### src/design/rkxc_pkg.sv
// ----------------------------------------------------------------------------
// rkxc_pkg
// Shared constants, codes and controller/datapath interface types for the
// repeating-key XOR cipher with block padding.
// ----------------------------------------------------------------------------
package rkxc_pkg;

   localparam int KEY_BYTES   = 32;
   localparam int KEY_WORDS   = 4;
   localparam int WORD_W      = 64;
   localparam int KEY_POS_W   = $clog2(KEY_BYTES);
   localparam int KEY_LEN_W   = 6;
   localparam int BLOCK_BYTES = 16;
   localparam int HOLD_AW     = $clog2(BLOCK_BYTES);
   localparam int HOLD_CW     = $clog2(BLOCK_BYTES + 1);
   localparam int COUNT_W     = 5;
   localparam int COUNT_SAT   = 31;
   localparam int CSR_IW      = 3;

   typedef enum logic [CSR_IW-1:0] {
      CSR_KEY_WORD_0  = 3'd0,
      CSR_KEY_WORD_1  = 3'd1,
      CSR_KEY_WORD_2  = 3'd2,
      CSR_KEY_WORD_3  = 3'd3,
      CSR_KEY_LENGTH  = 3'd4,
      CSR_PADDING_EN  = 3'd5,
      CSR_DIRECTION   = 3'd6
   } csr_index_type;

   typedef enum logic [2:0] {
      ST_IDLE,
      ST_SWAP,
      ST_CHK_RD,
      ST_CHK,
      ST_REL,
      ST_PAD
   } state_type;

   typedef enum logic [1:0] {
      OS_XOR,
      OS_HELD,
      OS_MARKER,
      OS_ERROR
   } out_sel_type;

   typedef enum logic [1:0] {
      RD_HEAD,
      RD_TAIL,
      RD_REL
   } rd_sel_type;

   typedef enum logic {
      XS_INPUT,
      XS_PAD
   } xor_src_type;

   typedef struct packed {
      logic        msg_adv;
      logic        key_adv;
      xor_src_type xor_src;
      logic        out_load;
      out_sel_type out_sel;
      logic        out_last;
      logic        hold_append;
      logic        swap_latch;
      logic        swap_write;
      logic        pad_latch;
      logic        pad_dec;
      logic        keep_latch;
      logic        rel_adv;
      rd_sel_type  rd_sel;
      logic        finish;
   } dp_cmd_type;

   typedef struct packed {
      logic out_free;
      logic pad_en;
      logic dir;
      logic hold_full;
      logic pad_bad;
      logic keep_zero;
      logic pad_last;
      logic rel_last;
   } dp_status_type;

endpackage

### src/design/rkxc_ram.sv
// ----------------------------------------------------------------------------
// rkxc_ram
// Generic simple dual-port RAM: one write port, one read port, registered read.
// ----------------------------------------------------------------------------
module rkxc_ram #(
   parameter int WIDTH = 8,
   parameter int DEPTH = 16
) (
   input  logic                     clock,
   input  logic                     wr_en,
   input  logic [$clog2(DEPTH)-1:0] wr_addr,
   input  logic [WIDTH-1:0]         wr_data,
   input  logic [$clog2(DEPTH)-1:0] rd_addr,
   output logic [WIDTH-1:0]         rd_data
);

   logic [WIDTH-1:0] mem_ff [DEPTH];
   logic [WIDTH-1:0] rd_data_ff;

   always_ff @(posedge clock) begin
      if (wr_en) begin
         mem_ff[wr_addr] <= wr_data;
      end
      rd_data_ff <= mem_ff[rd_addr];
   end

   assign rd_data = rd_data_ff;

endmodule

### src/design/rkxc_dp.sv
// ----------------------------------------------------------------------------
// rkxc_dp
// Datapath: config registers, key XOR, message counters, hold RAM for pad
// removal, pad check and the result output register.
// ----------------------------------------------------------------------------
module rkxc_dp
   import rkxc_pkg::*;
(
   input  logic                clock,
   input  logic                reset,
   input  logic                csr_we,
   input  logic [CSR_IW-1:0]   csr_index,
   input  logic [WORD_W-1:0]   csr_wdata,
   input  logic [7:0]          req_data_byte,
   input  dp_cmd_type          cmd,
   output dp_status_type       status,
   output logic                rsp_valid,
   input  logic                rsp_ready,
   output logic [7:0]          rsp_result_byte,
   output logic                rsp_result_present,
   output logic                rsp_result_last,
   output logic                rsp_pad_error
);

   // configuration
   logic [WORD_W-1:0]    key_ff [KEY_WORDS];
   logic [KEY_LEN_W-1:0] key_len_ff;
   logic                 pad_en_ff;
   logic                 dir_ff;

   always_ff @(posedge clock) begin
      if (reset) begin
         for (int i = 0; i < KEY_WORDS; i++) key_ff[i] <= '0;
         key_len_ff <= KEY_LEN_W'(1);
         pad_en_ff  <= 1'b1;
         dir_ff     <= 1'b0;
      end else if (csr_we) begin
         unique case (csr_index)
            CSR_KEY_WORD_0: key_ff[0]  <= csr_wdata;
            CSR_KEY_WORD_1: key_ff[1]  <= csr_wdata;
            CSR_KEY_WORD_2: key_ff[2]  <= csr_wdata;
            CSR_KEY_WORD_3: key_ff[3]  <= csr_wdata;
            CSR_KEY_LENGTH: key_len_ff <= csr_wdata[KEY_LEN_W-1:0];
            CSR_PADDING_EN: pad_en_ff  <= csr_wdata[0];
            CSR_DIRECTION:  dir_ff     <= csr_wdata[0];
            default: ;
         endcase
      end
   end

   // key stream
   logic [KEY_BYTES*8-1:0] key_all;
   logic [KEY_LEN_W-1:0]   len_eff;
   logic [KEY_POS_W-1:0]   key_pos_ff, key_pos_in, kp_eff;
   logic [KEY_POS_W:0]     kp_inc;
   logic [7:0]             key_byte, xor_in, xor_byte;

   assign key_all = {key_ff[3], key_ff[2], key_ff[1], key_ff[0]};

   always_comb begin
      if (key_len_ff == '0) begin
         len_eff = KEY_LEN_W'(1);
      end else if (key_len_ff > KEY_LEN_W'(KEY_BYTES)) begin
         len_eff = KEY_LEN_W'(KEY_BYTES);
      end else begin
         len_eff = key_len_ff;
      end
   end

   // a position left beyond a shrunk key length restarts at zero
   assign kp_eff   = ({1'b0, key_pos_ff} < len_eff) ? key_pos_ff : '0;
   assign kp_inc   = {1'b0, kp_eff} + (KEY_POS_W+1)'(1);
   assign key_byte = key_all[{kp_eff, 3'b000} +: 8];

   // message counters
   logic [HOLD_AW-1:0] bp_ff, bp_in, bp_next;
   logic [COUNT_W-1:0] msg_cnt_ff, msg_cnt_in;
   logic [HOLD_AW-1:0] head_ff, head_in;
   logic [HOLD_CW-1:0] hcount_ff, hcount_in;
   logic [HOLD_AW-1:0] rel_idx_ff, rel_idx_in;
   logic [HOLD_CW-1:0] pad_val_ff, pad_val_in;
   logic [HOLD_CW-1:0] pad_left_ff, pad_left_in;
   logic [HOLD_CW-1:0] keep_ff, keep_in, keep_w;
   logic [7:0]         swap_byte_ff, swap_byte_in;
   logic [HOLD_AW-1:0] pad_base;

   assign xor_in   = (cmd.xor_src == XS_PAD) ? 8'(pad_val_ff) : req_data_byte;
   assign xor_byte = xor_in ^ key_byte;
   assign bp_next  = bp_ff + HOLD_AW'(1);
   assign pad_base = cmd.msg_adv ? bp_next : bp_ff;

   // hold RAM
   logic               ram_we;
   logic [HOLD_AW-1:0] ram_waddr, ram_raddr;
   logic [7:0]         ram_wdata, ram_rdata;

   assign ram_we    = cmd.hold_append | cmd.swap_write;
   assign ram_waddr = cmd.hold_append ? (head_ff + hcount_ff[HOLD_AW-1:0]) : head_ff;
   assign ram_wdata = cmd.hold_append ? xor_byte : swap_byte_ff;

   always_comb begin
      unique case (cmd.rd_sel)
         RD_TAIL: ram_raddr = head_ff + hcount_ff[HOLD_AW-1:0] - HOLD_AW'(1);
         RD_REL:  ram_raddr = head_ff + rel_idx_ff + HOLD_AW'(cmd.rel_adv);
         default: ram_raddr = head_ff;
      endcase
   end

   rkxc_ram #(
      .WIDTH (8),
      .DEPTH (BLOCK_BYTES)
   ) u_hold (
      .clock   (clock),
      .wr_en   (ram_we),
      .wr_addr (ram_waddr),
      .wr_data (ram_wdata),
      .rd_addr (ram_raddr),
      .rd_data (ram_rdata)
   );

   always_comb begin
      key_pos_in   = key_pos_ff;
      bp_in        = bp_ff;
      msg_cnt_in   = msg_cnt_ff;
      head_in      = head_ff;
      hcount_in    = hcount_ff;
      rel_idx_in   = rel_idx_ff;
      pad_val_in   = pad_val_ff;
      pad_left_in  = pad_left_ff;
      keep_in      = keep_ff;
      swap_byte_in = swap_byte_ff;
      if (cmd.key_adv) begin
         key_pos_in = (kp_inc >= (KEY_POS_W+1)'(len_eff)) ? '0 : kp_inc[KEY_POS_W-1:0];
      end
      if (cmd.msg_adv) begin
         bp_in = bp_next;
         if (msg_cnt_ff < COUNT_W'(COUNT_SAT)) msg_cnt_in = msg_cnt_ff + COUNT_W'(1);
      end
      if (cmd.hold_append) hcount_in = hcount_ff + HOLD_CW'(1);
      if (cmd.swap_latch)  swap_byte_in = xor_byte;
      if (cmd.swap_write)  head_in = head_ff + HOLD_AW'(1);
      if (cmd.pad_latch) begin
         pad_val_in  = HOLD_CW'(BLOCK_BYTES) - HOLD_CW'(pad_base);
         pad_left_in = HOLD_CW'(BLOCK_BYTES) - HOLD_CW'(pad_base);
      end
      if (cmd.pad_dec)    pad_left_in = pad_left_ff - HOLD_CW'(1);
      if (cmd.keep_latch) keep_in = keep_w;
      if (cmd.rel_adv)    rel_idx_in = rel_idx_ff + HOLD_AW'(1);
      if (cmd.finish) begin
         key_pos_in = '0;
         bp_in      = '0;
         msg_cnt_in = '0;
         head_in    = '0;
         hcount_in  = '0;
         rel_idx_in = '0;
      end
   end

   always_ff @(posedge clock) begin
      if (reset) begin
         key_pos_ff <= '0;
         bp_ff      <= '0;
         msg_cnt_ff <= '0;
         head_ff    <= '0;
         hcount_ff  <= '0;
         rel_idx_ff <= '0;
      end else begin
         key_pos_ff <= key_pos_in;
         bp_ff      <= bp_in;
         msg_cnt_ff <= msg_cnt_in;
         head_ff    <= head_in;
         hcount_ff  <= hcount_in;
         rel_idx_ff <= rel_idx_in;
      end
      pad_val_ff   <= pad_val_in;
      pad_left_ff  <= pad_left_in;
      keep_ff      <= keep_in;
      swap_byte_ff <= swap_byte_in;
   end

   // pad check: read data holds the final decrypted byte here
   logic pad_bad;

   assign pad_bad = (hcount_ff == '0) || (ram_rdata == 8'd0)
                 || (ram_rdata > 8'(BLOCK_BYTES))
                 || (ram_rdata > 8'(msg_cnt_ff))
                 || (ram_rdata > 8'(hcount_ff));
   assign keep_w  = hcount_ff - ram_rdata[HOLD_CW-1:0];

   // output register
   logic       out_valid_ff;
   logic [7:0] out_byte_ff;
   logic       out_present_ff, out_last_ff, out_err_ff;
   logic       out_free;

   assign out_free = !out_valid_ff || rsp_ready;

   always_ff @(posedge clock) begin
      if (reset) begin
         out_valid_ff <= 1'b0;
      end else if (cmd.out_load) begin
         out_valid_ff <= 1'b1;
      end else if (rsp_ready) begin
         out_valid_ff <= 1'b0;
      end
      if (cmd.out_load) begin
         out_last_ff <= cmd.out_last;
         unique case (cmd.out_sel)
            OS_XOR: begin
               out_byte_ff    <= xor_byte;
               out_present_ff <= 1'b1;
               out_err_ff     <= 1'b0;
            end
            OS_HELD: begin
               out_byte_ff    <= ram_rdata;
               out_present_ff <= 1'b1;
               out_err_ff     <= 1'b0;
            end
            OS_ERROR: begin
               out_byte_ff    <= 8'd0;
               out_present_ff <= 1'b0;
               out_err_ff     <= 1'b1;
            end
            default: begin
               out_byte_ff    <= 8'd0;
               out_present_ff <= 1'b0;
               out_err_ff     <= 1'b0;
            end
         endcase
      end
   end

   assign rsp_valid          = out_valid_ff;
   assign rsp_result_byte    = out_byte_ff;
   assign rsp_result_present = out_present_ff;
   assign rsp_result_last    = out_last_ff;
   assign rsp_pad_error      = out_err_ff;

   assign status.out_free  = out_free;
   assign status.pad_en    = pad_en_ff;
   assign status.dir       = dir_ff;
   assign status.hold_full = (hcount_ff == HOLD_CW'(BLOCK_BYTES));
   assign status.pad_bad   = pad_bad;
   assign status.keep_zero = (keep_w == '0);
   assign status.pad_last  = (pad_left_ff == HOLD_CW'(1));
   assign status.rel_last  = ((HOLD_CW'(rel_idx_ff) + HOLD_CW'(1)) == keep_ff);

endmodule

### src/design/rkxc_ctrl.sv
// ----------------------------------------------------------------------------
// rkxc_ctrl
// Controller: accepts input beats and sequences held-byte swaps, pad checks,
// held-byte release and pad generation at message end.
// ----------------------------------------------------------------------------
module rkxc_ctrl
   import rkxc_pkg::*;
(
   input  logic          clock,
   input  logic          reset,
   input  logic          req_valid,
   output logic          req_ready,
   input  logic          req_byte_present,
   input  logic          req_message_end,
   input  dp_status_type status,
   output dp_cmd_type    cmd
);

   state_type state_ff, state_in;
   logic      end_pend_ff, end_pend_in;
   logic      acc, pd;

   assign req_ready = (state_ff == ST_IDLE) && status.out_free;
   assign acc       = req_valid && req_ready;
   assign pd        = status.pad_en && status.dir;

   always_ff @(posedge clock) begin
      if (reset) begin
         state_ff    <= ST_IDLE;
         end_pend_ff <= 1'b0;
      end else begin
         state_ff    <= state_in;
         end_pend_ff <= end_pend_in;
      end
   end

   assign end_pend_in = acc ? req_message_end : end_pend_ff;

   // next state
   always_comb begin
      state_in = state_ff;
      unique case (state_ff)
         ST_IDLE: begin
            if (acc) begin
               if (req_byte_present && pd && status.hold_full) begin
                  state_in = ST_SWAP;
               end else if (req_message_end && status.pad_en && !status.dir) begin
                  state_in = ST_PAD;
               end else if (req_message_end && pd) begin
                  state_in = ST_CHK_RD;
               end
            end
         end
         ST_SWAP: begin
            if (status.out_free) state_in = end_pend_ff ? ST_CHK_RD : ST_IDLE;
         end
         ST_CHK_RD: state_in = ST_CHK;
         ST_CHK: begin
            if (status.pad_bad || status.keep_zero) begin
               if (status.out_free) state_in = ST_IDLE;
            end else begin
               state_in = ST_REL;
            end
         end
         ST_REL: begin
            if (status.out_free && status.rel_last) state_in = ST_IDLE;
         end
         ST_PAD: begin
            if (status.out_free && status.pad_last) state_in = ST_IDLE;
         end
         default: state_in = ST_IDLE;
      endcase
   end

   // commands
   always_comb begin
      cmd         = '0;
      cmd.xor_src = XS_INPUT;
      cmd.out_sel = OS_XOR;
      cmd.rd_sel  = RD_HEAD;
      unique case (state_ff)
         ST_IDLE: begin
            // read port sits on the head so a swap finds its byte ready
            if (acc) begin
               if (req_byte_present) begin
                  cmd.msg_adv = 1'b1;
                  cmd.key_adv = 1'b1;
                  if (pd) begin
                     if (status.hold_full) cmd.swap_latch = 1'b1;
                     else                  cmd.hold_append = 1'b1;
                  end else begin
                     cmd.out_load = 1'b1;
                     cmd.out_last = req_message_end && !status.pad_en;
                  end
               end
               if (req_message_end) begin
                  if (!status.pad_en) begin
                     if (!req_byte_present) begin
                        cmd.out_load = 1'b1;
                        cmd.out_sel  = OS_MARKER;
                        cmd.out_last = 1'b1;
                     end
                     cmd.finish = 1'b1;
                  end else if (!status.dir) begin
                     cmd.pad_latch = 1'b1;
                  end
               end
            end
         end
         ST_SWAP: begin
            if (status.out_free) begin
               cmd.out_load   = 1'b1;
               cmd.out_sel    = OS_HELD;
               cmd.swap_write = 1'b1;
            end
         end
         ST_CHK_RD: cmd.rd_sel = RD_TAIL;
         ST_CHK: begin
            cmd.keep_latch = 1'b1;
            // on a bad pad or nothing kept, keep the pad byte on the read port while the
            // output is busy; otherwise move to the head for the first kept byte
            cmd.rd_sel = (status.pad_bad || status.keep_zero) ? RD_TAIL : RD_HEAD;
            if (status.pad_bad || status.keep_zero) begin
               if (status.out_free) begin
                  cmd.out_load = 1'b1;
                  cmd.out_sel  = status.pad_bad ? OS_ERROR : OS_MARKER;
                  cmd.out_last = 1'b1;
                  cmd.finish   = 1'b1;
               end
            end
         end
         ST_REL: begin
            cmd.rd_sel = RD_REL;
            if (status.out_free) begin
               cmd.out_load = 1'b1;
               cmd.out_sel  = OS_HELD;
               cmd.out_last = status.rel_last;
               cmd.rel_adv  = 1'b1;
               cmd.finish   = status.rel_last;
            end
         end
         ST_PAD: begin
            cmd.xor_src = XS_PAD;
            if (status.out_free) begin
               cmd.out_load = 1'b1;
               cmd.out_last = status.pad_last;
               cmd.key_adv  = 1'b1;
               cmd.pad_dec  = 1'b1;
               cmd.finish   = status.pad_last;
            end
         end
         default: ;
      endcase
   end

endmodule

### src/design/repeating_key_xor_cipher_padded.sv
// ----------------------------------------------------------------------------
// repeating_key_xor_cipher_padded
// Repeating-key XOR stream cipher with 16-byte block padding and pad removal.
// ----------------------------------------------------------------------------
// Message bytes are XORed with a key of 1 to 32 bytes whose position restarts
// with every message. Mid-message one input beat is taken per cycle, except
// when decrypting with padding once 16 bytes are held: each further byte then
// also passes through the swap state, since the oldest held byte comes out of
// the hold RAM through its registered read port before it is sent. At the
// end of an encrypted padded message the 1 to 16 pad bytes follow at one per
// cycle. At the end of a decrypted padded message the pad byte is read, then
// checked, then the kept bytes leave at one per cycle. These rates hold while
// the result port does not stall. No input is taken while end-of-message
// results are being sent. The hold RAM needs no clearing after reset.
module repeating_key_xor_cipher_padded
   import rkxc_pkg::*;
(
   input  logic                clock,
   input  logic                reset,
   input  logic                csr_we,
   input  logic [CSR_IW-1:0]   csr_index,
   input  logic [WORD_W-1:0]   csr_wdata,
   input  logic                req_valid,
   output logic                req_ready,
   input  logic [7:0]          req_data_byte,
   input  logic                req_byte_present,
   input  logic                req_message_end,
   output logic                rsp_valid,
   input  logic                rsp_ready,
   output logic [7:0]          rsp_result_byte,
   output logic                rsp_result_present,
   output logic                rsp_result_last,
   output logic                rsp_pad_error
);

   dp_cmd_type    cmd;
   dp_status_type status;

   rkxc_ctrl u_ctrl (
      .clock            (clock),
      .reset            (reset),
      .req_valid        (req_valid),
      .req_ready        (req_ready),
      .req_byte_present (req_byte_present),
      .req_message_end  (req_message_end),
      .status           (status),
      .cmd              (cmd)
   );

   rkxc_dp u_dp (
      .clock              (clock),
      .reset              (reset),
      .csr_we             (csr_we),
      .csr_index          (csr_index),
      .csr_wdata          (csr_wdata),
      .req_data_byte      (req_data_byte),
      .cmd                (cmd),
      .status             (status),
      .rsp_valid          (rsp_valid),
      .rsp_ready          (rsp_ready),
      .rsp_result_byte    (rsp_result_byte),
      .rsp_result_present (rsp_result_present),
      .rsp_result_last    (rsp_result_last),
      .rsp_pad_error      (rsp_pad_error)
   );

endmodule

### config.mk
export PLATFORM = sky130hd
export DESIGN_NAME = repeating_key_xor_cipher_padded
export DESIGN_NICKNAME = d
export VERILOG_FILES = /design/src/design/rkxc_pkg.sv /design/src/design/rkxc_ram.sv /design/src/design/rkxc_dp.sv /design/src/design/rkxc_ctrl.sv /design/src/design/repeating_key_xor_cipher_padded.sv
export SDC_FILE = /design/constraint.sdc
export NUM_CORES = 1
export LEC_CHECK = 0
export ABC_AREA = 1
export BUFFER_PORTS_ARGS = -buffer_cell sky130_fd_sc_hd__clkbuf_2
export CAP_MARGIN = 20
export CELL_PAD_IN_SITES_DETAIL_PLACEMENT = 0
export CELL_PAD_IN_SITES_GLOBAL_PLACEMENT = 2
export CORE_MARGIN = 2
export CORE_UTILIZATION = 43
export CTS_CLUSTER_SIZE = 8
export DETAILED_ROUTE_END_ITERATION = 8
export PLACE_DENSITY_LB_ADDON = 0.3
export SETUP_SLACK_MARGIN = 0.15
export SYNTH_ARGS = -nofsm -noshare
export SYNTH_HDL_FRONTEND = slang
export SYNTH_HIERARCHICAL = 1
export SYNTH_SLANG_ARGS = --single-unit
### constraint.sdc
create_clock -name clock -period 8.3 [get_ports clock]
set_clock_uncertainty 0.1 [all_clocks]
set_input_delay 1.66 -clock clock [delete_from_list [all_inputs] [get_ports clock]]
set_output_delay 1.66 -clock clock [all_outputs]
set_load 0.005 [all_outputs]
Yosys cells after proc, flatten, opt, wreduce, memory -nomap -nowiden
Memory sizes are Yosys's and may differ from the RTL's. A register that Yosys moved wholly into a read port is not among the register bits.
Cells that the tools add are included.
- memory bits (writable): 384
- memories kept: 2
- register bits: 74
- input bits: 82
- shifts and indexed selects: 1
- muxes and demuxes: 95
- add/sub/neg operators: 14
- eq/ne operators: 24
- magnitude comparators: 7
- bitwise operators: 6
- reductions and logical operators: 36
- memory list (memory ; depth ; width ; read ports ; clocked after memory_dff ; write ports ; RTL line ; RTL):
    u_dp.key_ff ; 4 ; 64 ; 4 ; 0 ; 4 ; rkxc_dp.sv:26 ; logic [WORD_W-1:0] key_ff [KEY_WORDS];
    u_dp.u_hold.mem_ff ; 16 ; 8 ; 1 ; 1 ; 1 ; rkxc_ram.sv:17 ; logic [WIDTH-1:0] mem_ff [DEPTH];
- operators with widths (cell ; number):
    64-bit two-way mux ; 4
    256-bit by 9-bit indexed part select with 8-bit output ; 1
    1-bit two-way mux ; 49
    3-bit two-way mux ; 11
    4-bit two-way mux ; 8
    5-bit two-way mux ; 4
    6-bit two-way mux ; 3
    3-bit case mux with 6 select lines ; 1
    8-bit by 5-bit > comparator with 1-bit output ; 2
    8-bit two-way mux ; 2
    8-bit case mux with 2 select lines ; 1
    3-bit == test, second input constant ; 5
    4-bit by 1-bit adder with 4-bit output, second input constant ; 3
    3-bit by 2-bit == test with 1-bit output, second input constant ; 4
    1-bit logical AND ; 11
    5-bit by 1-bit adder with 5-bit output, second input constant ; 2
    5-bit logical NOT ; 2
    2-bit two-way mux ; 5
    4-bit adder ; 2
    8-bit by 5-bit > comparator with 1-bit output, second input constant ; 1
    8-bit logical NOT ; 1
    2-bit by 1-bit inequality test with 1-bit output, second input constant ; 4
    1-bit case mux with 4 select lines ; 2
    2-bit case mux with 4 select lines ; 1
    34 further kinds ; 54

Logic depth before layout (Yosys ltp)
Gate-level depths: netlist of the first run.
- word-level depth: 12
- mapped depth: 26
- depth with buffers taken out: 23

Cells and area by module
Netlist of the first run, hierarchy kept.
- modules (own cells, without submodules) (module ; area an instance (µm²) ; instances ; cells an instance):
    rkxc_dp ; 16204.3 ; 1 ; 1774
    rkxc_ram ; 5766.8 ; 1 ; 551
    rkxc_ctrl ; 533.0 ; 1 ; 94

Worst setup path before layout of the first run
No wires, ideal clock.
- path kind: in2reg
- start point: input rsp_ready
- end point: register u_dp.u_hold.rd_data_ff[4], in the netlist u_dp/u_hold/rd_data[4] (read register of u_dp.u_hold.mem_ff)
- arrival: 3942 ps
- cell stages on the path: 18
- slack: 4144 ps
- buffers on the path: 3
- path through: inv_1 nand2_1 buf_4 inv_1 nor2_1 fa_1 fa_1 nand2_1 o21ai_0 nand2_1 o21ai_0 buf_2 inv_2 buf_4 nand3_1 nand3_1 nand3_1 nand2_1
- RTL lines (item ; RTL line ; RTL):
    from (decl) ; repeating_key_xor_cipher_padded.sv:29 ; input logic rsp_ready,
    to (decl) ; rkxc_ram.sv:18 ; logic [WIDTH-1:0] rd_data_ff;

Worst setup path after layout of the first run
- start point: register u_dp.key_len_ff[0]
- end point: register u_dp.key_pos_ff[1]
- cells in the longest elaborated chain, start to end: 8
- elaborated cells between the ends (all ways): 9
- those cells by class: 1 x add/sub; 3 x order compare; 4 x mux; 1 x reduce/logical
- ends and longest elaborated chain (item ; RTL line ; RTL):
    from (decl) ; rkxc_dp.sv:27 ; logic [KEY_LEN_W-1:0] key_len_ff;
    from (signal assigned) ; rkxc_dp.sv:43 ; CSR_KEY_LENGTH: key_len_ff <= csr_wdata[KEY_LEN_W-1:0];
    6-bit > comparator ; rkxc_dp.sv:63 ; end else if (key_len_ff > KEY_LEN_W'(KEY_BYTES)) begin
    6-bit two-way mux ; rkxc_dp.sv:63 ;
    6-bit two-way mux (*) ; rkxc_dp.sv:61 ; if (key_len_ff == '0) begin
    5-bit by 6-bit < comparator with 1-bit output ; rkxc_dp.sv:71 ; assign kp_eff = ({1'b0, key_pos_ff} < len_eff) ? key_pos_ff : '0;
    5-bit two-way mux ; rkxc_dp.sv:71 ;
    5-bit by 1-bit adder with 6-bit output ; rkxc_dp.sv:72 ; assign kp_inc = {1'b0, kp_eff} + (KEY_POS_W+1)'(1);
    6-bit greater-or-equal comparator ; rkxc_dp.sv:133 ; key_pos_in = (kp_inc >= (KEY_POS_W+1)'(len_eff)) ? '0 : kp_inc[KEY_POS_W-1:0];
    5-bit two-way mux (*) ; rkxc_dp.sv:133 ;
    to (signal assigned) ; rkxc_dp.sv:168 ; key_pos_ff <= key_pos_in;
    to (decl) ; rkxc_dp.sv:54 ; logic [KEY_POS_W-1:0] key_pos_ff, key_pos_in, kp_eff;
Every way passes the cells marked *; elsewhere a longest branch is shown, timed or not.
A chain may end at the register's enable or synchronous reset.

==> flow_summary.toml, run 1 <==
[yosys]
syn_inst = 2419
ys_types = 46
synth_area_um2 = 22500
synth_seq_area_share_pct = 60.0
synthesis.nets = 2547
ys.warnings.count = 6
synth_edf_count = 418
synth_seq_cells = 466
synth_flop_cell = "edfxtp_1"
async_reset_ff_share_pct = 0
avgSynthCellArea_um2 = 9.30

[pwr]
peakVddDrop_uv = 179
p_per_area_nw_per_um2 = 288
power.leakage_uw = 0.0109

[sta]
hold_viol = 0
tightest_slew_ns = 1.09
timing.final.crit_share_pct = 68.1
fmax_mhz = 177
drv_slew = 0
rsz0062_at_grt = "no"
fin_tns_setup_ns = 0
period_minus_slack_ns = 5.65
setup_viol_count_final = 0
relSlewSlack_pct = 26.8

[place]
io_buffers = 94
dp_hpwl_mm = 39.3
dpl_cell_area_um2 = 23500
place_congestion = 0.810

[layout]
postLayoutCellArea_um2 = 25500
syn_to_final_growth_pct = 13.3
diodes = 0
nets = 2616
drive_above_1_share_pct = 9.77
layout_common_cells = "nand2_1 (548), edfxtp_1 (418), nand3_1 (363), nor2_1 (330), inv_1 (278)"
final_common_cell = "nand2_1"

[drt]
wl_met1_mm = 28.3
firstDrtPassIters = 7
met2WireLength_mm = 30.8
avgRoutedWirePerCell_um = 19.8
num_vias = 16850
antenna_left = 0
vias_per_cell = 5.27
routed.top_layer = "met4"
remaining_drc_errors = 0
dr.first_iter.drc_count = 1233
dr_wl_met3_mm = 3.09
wl_mm = 63.3

[clock_network]
holdBufCountCts = 0
htreeDepth = 3
clkLatencyLatePin_ns = 0.59
postCtsSetupBuffers = 0
cts_tree = "done"
clockRootBuffer = "clkbuf_16"
cts_max_path_buffers = 3
cts.repair.resized = 0
numCtsBuffers = 68
clk_pin_slew_worst_paths_ns = 0.05
clock_sinks = 466

[hold_path]
min_path_type = "reg2reg"

[setup_path]
start_kind = "flip-flop"
arrival_ns = 6.05
cp_max_fo = 67
cp.required_ns = 8.70
path_class = "reg2reg"
end_kind = "flip-flop"

[floorplan]
num_io_pins = 95
coreArea_um2 = 51500
dieArea_um2 = 54200
initial_utilization_pct = 43.7
placementRows = 83
die_h_um = 233
die_w_um = 233

[grt]
grt_pass1_vias = 16451
grt_pass1_wl_mm = 97.0
grt_usage_pct = 23.7
grt_max_degree = 68
antenna_found_initial = 0
grt-ovfl-total = 0

[flow_run]
maxCapViolations = 0

[run_status]
outcome = "completed"
-- Yosys cell counts (all sizes together), types with 3 or more instances --
master | instances | area, um2
a211oi | 3 | 22.5
a21oi | 47 | 239
a31oi | 3 | 18.8
and2 | 8 | 50.1
buf | 67 | 395
clkbuf | 55 | 206
clkinv | 3 | 11.3
dfxtp | 48 | 961
edfxtp | 418 | 12600
fa | 4 | 80.1
ha | 42 | 526
inv | 285 | 1070
nand2 | 555 | 2090
nand3 | 372 | 1890
nand3b | 3 | 22.5
nand4 | 64 | 400
nor2 | 336 | 1290
nor3 | 7 | 40.0
nor4 | 3 | 18.8
o211ai | 4 | 30.0
o21a | 3 | 22.5
o21ai | 46 | 230
or2 | 12 | 75.1
xnor2 | 8 | 70.1
xor2 | 13 | 114
-- power by group --
part | internal [uW] | total, uW | switching (uW)
logic | 570 | 1870 | 1300
registers | 2800 | 2920 | 129
clock network | 1570 | 2550 | 975
-- cell type report --
class	count	area (um2)
Fill cell	4929	26000
Sequential cell	466	13500
Tap cell	680	851
Clock inverter	5	80.1
Clock buffer	94	1860
Multi-Input combinational cell	1543	7390
Timing Repair Buffer	121	701
Inverter	288	1080
-- kinds of logic (layout without fill, tap and decap cells) --
logic type               after synthesis  count (layout)  share of synthesized area (%)
buffers and inverters                410             508                           7.48
adder cells (fa/ha/maj)               46              46                           2.69
flip-flops                           466             466                           60.0
XOR/XNOR                              21              21                          0.817
AO/OA/AOI/OAI                        116             116                           2.88
AND/OR/NAND/NOR                     1360            1360                           26.1
-- stage by stage --
stage	worst slack, ns	util, %	power [uW]	instances	hold WS, ns
6_report	2.65	49.5	7340	3197	0.382
5_1_grt	2.16	49.5	7740	3197	0.393
4_1_cts	2.66	49.4	7400	3194	0.383
2_1_floorplan	4.14	-	4270	2419	0.334
3_5_place_dp	2.65	45.6	4830	3095	0.370
3_3_place_gp	2.60	45.6	4810	3093	0.366
-- worst max-delay path, stage by stage (launching register included) --
cell and delay, ns:
dfxtp_1 0.32, nor2_1 0.14, nand2_1 0.06, o21ai_0 0.22
nand2_1 0.12, ha_1 0.31, nand2_1 0.07, nor2_1 0.05
nand2_2 0.44, buf_4 0.50, nand3_4 0.79, inv_2 0.45
ha_1 0.32, ha_1 0.28, a21boi_0 0.12, o21a_1 0.18
o21a_1 0.16, o21ai_0 0.13, nand2_1 0.07, a211oi_1 0.44
nand2_1 0.11, a21oi_1 0.14
-- state kept, by name, summed over array words and instances (netlist names), 3 cells and up --
signal,cells
u_dp/bp_ff,4
u_dp/key_ff,256
u_dp/key_len_ff,6
u_dp/hcount_ff,5
u_dp/swap_byte_ff,8
u_dp/pad_left_ff,5
u_dp/head_ff,4
u_dp/u_hold/rd_data,8
u_dp/rsp_result_byte,8
u_dp/key_pos_ff,5
u_dp/pad_val_ff,5
u_dp/msg_cnt_ff,5
u_ctrl/state_ff,3
u_dp/keep_ff,5
u_dp/rel_idx_ff,4
u_dp/u_hold/mem_ff,128
-- routing by layer --
metal / vias up / GRT usage [%]
li1: 8157 / -
met1: 8170 / 31.7
met2: 440 / 40.0
met3: 83 / 3.54
met4: 0 / 6.89
met5: - / 0
-- worst paths after layout --
check / startpoint / endpoint / slack, ns / cells past startpoint
hold / removal: u_dp/hcount_ff[4] / u_dp/hcount_ff[4] / 0.38 / 1
hold reg to reg: u_dp/hcount_ff[4] / u_dp/hcount_ff[4] / 0.38 / 1
setup / recovery: u_dp/key_len_ff[0] / u_dp/key_pos_ff[1] / 2.65 / 21
setup reg to reg: u_dp/key_len_ff[0] / u_dp/key_pos_ff[1] / 2.65 / 21
Note: power is estimated with default switching activity, not from simulation.
==> inputs of run 2 (changes only) <==
- CORE_UTILIZATION: 43 -> 36
- clock period: 8.3 -> 4.8 ns (I/O delays scaled with it)
==> run 2 against run 1 <==
Effect of this change: wire length grew 6.3%; first-iteration DRC count shrank 1.9%; highest routed layer unchanged; critical path depth shrank 3; power grew 74%.
==> flow_summary.toml, run 2 (synthesis gave the netlist of run 1 again) <==
[run_status]
outcome = "completed"

[clock_network]
postCtsSetupBuffers = 0
clock_sinks = 466
clk_pin_slew_worst_paths_ns = 0.05
cts.repair.resized = 0
numCtsBuffers = 69
cts_max_path_buffers = 3
clkLatencyLatePin_ns = 0.60
clockRootBuffer = "clkbuf_16"
cts_tree = "done"
holdBufCountCts = 0
htreeDepth = 3

[drt]
avgRoutedWirePerCell_um = 19.9
dr.first_iter.drc_count = 1209
firstDrtPassIters = 5
vias_per_cell = 5.04
antenna_left = 0
wl_mm = 67.3
remaining_drc_errors = 0
num_vias = 17092

[place]
place_congestion = 0.809
io_buffers = 94
dp_hpwl_mm = 41.9

[floorplan]
die_h_um = 254
num_io_pins = 95
die_w_um = 254
coreArea_um2 = 61700
dieArea_um2 = 64500
initial_utilization_pct = 36.5
placementRows = 91

[setup_path]
end_kind = "flip-flop"
cp.required_ns = 5.17
path_class = "reg2reg"
start_kind = "flip-flop"
cp_max_fo = 16
arrival_ns = 4.56

[sta]
rsz0062_at_grt = "no"
tightest_slew_ns = 1.12
holdWs_ns = 0.378
fin_tns_setup_ns = 0
timing.final.crit_share_pct = 87.3
setup_viol_count_final = 0
relSlewSlack_pct = 25.6
period_minus_slack_ns = 4.19
drv_slew = 0
hold_viol = 0
fmax_mhz = 239

[layout]
layout_common_cells = "nand2_1 (548), edfxtp_1 (418), nand3_1 (363), nor2_1 (330), inv_1 (278)"
regMostFlops = "u_dp/key_ff"
drive_above_1_share_pct = 11.0
syn_to_final_growth_pct = 15.6
reg_top3 = "u_dp/key_ff x256, u_dp/u_hold/mem_ff x128"
diodes = 0
nets = 2649
largest_reg_flops = 256
final_util_pct = 42.2
final_common_cell = "nand2_1"

[flow_run]
maxCapViolations = 0

[grt]
grt_usage_pct = 21.2
antenna_found_initial = 0
grt_max_degree = 130
grt-ovfl-total = 0
grt_pass1_wl_mm = 103
grt_pass1_vias = 16876

[pwr]
p_total_uw = 12800
peakVddDrop_uv = 462
power.leakage_uw = 0.0111
p_per_area_nw_per_um2 = 491

[hold_path]
min_path_type = "reg2reg"
run 2: worst max-delay path, stage by stage, from the launching register on:
cell,delay [ns]
dfxtp_1,0.42
inv_1,0.09
ha_1,0.23
fa_1,0.40
o21ai_0,0.23
xor2_1,0.12
nor4_1,0.24
inv_1,0.09
nand2_1,0.10
nand2_1,0.08
o21ai_0,0.19
inv_1,0.09
ha_1,0.34
inv_1,0.19
a31oi_1,0.14
inv_1,0.66
nand3_1,0.15
nand3_1,0.14
nand2_1,0.06
run 2: path summary, 6_finish.rpt:
| path | start | endpoint | slack, ns | depth (start not counted) |
|---|---|---|---|---|
| setup / recovery | u_dp/hcount_ff[0] | u_dp/u_hold/rd_data[5] | 0.61 | 18 |
| hold / removal | u_dp/hcount_ff[4] | u_dp/hcount_ff[4] | 0.38 | 1 |
| setup reg to reg | u_dp/hcount_ff[0] | u_dp/u_hold/rd_data[5] | 0.61 | 18 |
| hold reg to reg | u_dp/hcount_ff[4] | u_dp/hcount_ff[4] | 0.38 | 1 |
run 2: power by group:
part           switching (uW)  total [uW]  internal (uW)
logic                    2250        3300           1050
registers                 217        5050           4830
clock network            1800        4440           2640
total                    4270       12800           8520
run 2: area by class of cell:
| class | instances | area [um2] |
|---|---|---|
| sequential | 466 | 13500 |
| clock buffer | 94 | 1820 |
| multi-input combinational | 1543 | 7400 |
| inverter | 288 | 1080 |
| fill | 6156 | 35700 |
| clock inverter | 10 | 115 |
| timing repair buffer | 153 | 1040 |
| tap | 837 | 1050 |
run 2: metrics by stage:
step	area [um2]	std cells	setup WS (ns)
floorplan	22500	2419	0.995
global placement	24100	3287	0.572
detailed placement	24100	3287	0.413
CTS	26000	3391	0.390
global route	26000	3391	0.229
finish	26000	3391	0.610
run 2: routing by layer:
layer	part of all wire (%)	GRT usage (%)	vias to the layer above	wire length (um)
met5	0	0	-	0
met4	2.3	6.27	0	1530
met3	5.0	3.13	95	3360
met2	48	35.3	454	32300
met1	45	28.5	8306	30100
li1	-	-	8237	-
==> inputs of run 3 (changes only) <==
- RECOVER_POWER: not set -> 100
==> run 3 against run 2 <==
Effect of this change: the flow now finishes with violations (capacitance limit, slew limit); critical path type is now in2reg; final area down 0.82%; sequential share of layout area is 0.43 points higher; non-clock buffer count stayed put; largest cell class unchanged.
==> flow_summary.toml, run 3 (synthesis gave the netlist of run 1 again) <==
[clock_network]
htreeDepth = 3
clk_pin_slew_worst_paths_ns = 0.05
clockRootBuffer = "clkbuf_16"
cts_tree = "done"
cts.repair.resized = 0
postCtsSetupBuffers = 0
holdBufCountCts = 0
cts_max_path_buffers = 3
clock_sinks = 466
numCtsBuffers = 69
clkLatencyLatePin_ns = 0.60

[layout]
syn_to_final_growth_pct = 14.7
drive_above_1_share_pct = 9.48
largest_reg_flops = 256
reg_top3 = "u_dp/key_ff x256, u_dp/u_hold/mem_ff x128"
regMostFlops = "u_dp/key_ff"
final_common_cell = "nand2_1"
diodes = 0
nets = 2649
final_util_pct = 41.8
layout_common_cells = "nand2_1 (549), edfxtp_1 (418), nand3_1 (368), nor2_1 (335), inv_1 (279)"

[hold_path]
holdPathStages = 1
min_path_type = "reg2reg"
hold_end = "u_dp/hcount_ff[4]"
min_from = "u_dp/hcount_ff[4]"

[sta]
fmax_mhz = 234
hold_viol = 0
tightest_slew_ns = 2.14
rsz0062_at_grt = "no"
drv_slew = 392
setup_viol_count_final = 0
timing.final.crit_share_pct = 89.1
period_minus_slack_ns = 4.28
relSlewSlack_pct = -42.8
fin_tns_setup_ns = 0

[setup_path]
end_kind = "flip-flop"
cp_max_fo = 16
r2r_cells = 21
worst-path-buf-inv = 6
worstSetupPathDepth = 14
r2r_start = "u_dp/hcount_ff[0]"
path_class = "in2reg"
cp.required_ns = 4.93
crit_path_max_incr_delay_ns = 0.68
slowest_stage = "clkbuf_1"
r2r-end = "u_dp/u_hold/rd_data[5]"
start_kind = "input pin"
path_delay_family = "buffers and inverters"
arrival_ns = 4.40
worstPathCellList = "clkbuf_2 > inv_1 > nand2_1 > clkbuf_1 > nand3_1 > nor2_1 > inv_1 > nor4_1 > clkbuf_1 > nand2_1 > o21ai_0 > nand2_1 > nor2_1 > clkbuf_1"
regToRegSetupSlack_ns = 0.59

[grt]
grt_pass1_vias = 16876
antenna_found_initial = 0
grt_usage_pct = 21.2
grt-ovfl-total = 0
grt_pass1_wl_mm = 103
grt_max_degree = 130

[drt]
firstDrtPassIters = 5
wl_mm = 67.3
antenna_left = 0
vias_per_cell = 5.04
remaining_drc_errors = 0
dr.first_iter.drc_count = 1288
avgRoutedWirePerCell_um = 19.8
num_vias = 17078

[floorplan]
num_io_pins = 95
dieArea_um2 = 64500
die_w_um = 254
initial_utilization_pct = 36.5
placementRows = 91
coreArea_um2 = 61700
die_h_um = 254

[pwr]
seqPwrFrac_pct = 39.7
p_int_uw = 8490
p_per_area_nw_per_um2 = 494
clkPwrFrac_pct = 34.9
switching_share_pct = 33.4
power.switching_uw = 4250
power.leakage_uw = 0.0109
combPwrFrac_pct = 25.5
peakVddDrop_uv = 464

[run_status]
violations = "capacitance limit, slew limit"
outcome = "finished with violations"

[place]
io_buffers = 94
place_congestion = 0.809
dp_hpwl_mm = 41.9

[flow_run]
maxCapViolations = 7
==> run 3: cell count changes in the layout (fill, tap and decap cells not counted), moves of 2 or more <==
cell	before	now
nor2_4	2	0
buf_12	10	6
and2_1	8	6
buf_4	48	30
nand3_1	363	368
nor2_2	4	1
nand2_2	3	5
nand3_2	8	3
nand2_4	4	1
and2_0	0	2
clkbuf_1	25	46
nor2_1	330	335
==> run 3: power by group through the flow <==
| stage | clock, uW | sequential, uW | combinational [uW] |
|---|---|---|---|
| 6_report | 4440 | 5050 | 3250 |
| 5_1_grt | 4730 | 5080 | 3690 |
| 4_1_cts | 4560 | 5050 | 3330 |
| 3_5_place_dp | 0 | 5130 | 3320 |
| 3_3_place_gp | 0 | 5120 | 3310 |
| 2_1_floorplan | 0 | 5030 | 2360 |
==> run 3: how the worst max path moves through the flow <==
stage	start	to	slack (ns)
2_1_floorplan	u_dp/key_len_ff[2]	u_dp/key_pos_ff[0]	0.99
3_3_place_gp	u_dp/key_len_ff[2]	u_dp/key_pos_ff[3]	0.57
3_5_place_dp	u_dp/key_len_ff[2]	u_dp/key_pos_ff[3]	0.41
4_1_cts	u_dp/key_len_ff[2]	u_dp/key_pos_ff[2]	0.39
5_1_grt	rsp_ready	u_dp/u_hold/mem_ff[13][7]	0.12
6_report	rsp_ready	u_dp/u_hold/mem_ff[11][4]	0.52
==> run 3: layer usage <==
| metal | vias up | wire, um | track usage, % |
|---|---|---|---|
| li1 | 8242 | - | - |
| met1 | 8292 | 30100 | 28.5 |
| met2 | 443 | 32300 | 35.3 |
| met3 | 101 | 3320 | 3.13 |
| met4 | 0 | 1580 | 6.27 |
| met5 | - | 0 | 0 |
==> run 3: final cells by class <==
type                            count  area (um2)
Tap cell                          837        1050
Sequential cell                   466       13500
Timing Repair Buffer              153         910
Inverter                          288        1080
Clock buffer                       94        1820
Multi-Input combinational cell   1543        7320
Fill cell                        6197       35900
Clock inverter                     10         115
==> run 3: through the flow <==
| stage | worst slack [ns] | total power, uW | cells | hold slack [ns] | instance area [um2] |
|---|---|---|---|---|---|
| finish | 0.522 | 12700 | 3391 | 0.378 | 25800 |
| global route | 0.117 | 13500 | 3391 | 0.403 | 25800 |
| CTS | 0.390 | 12900 | 3391 | 0.381 | 26000 |
| detailed placement | 0.413 | 8450 | 3287 | 0.371 | 24100 |
| global placement | 0.572 | 8430 | 3287 | 0.365 | 24100 |
| floorplan | 0.995 | 7390 | 2419 | 0.334 | 22500 |
==> run 3: worst reg2reg max path, delay by kind of cell (launching register included) <==
family	cells	cell delay [ns]
DFF	1	0.42
xor gates and xnor gates	1	0.12
AOI/OAI and AO/OA	3	0.82
buffers and inverters	5	0.78
adders and majority gates	3	0.96
and+or+nand+nor	9	0.89
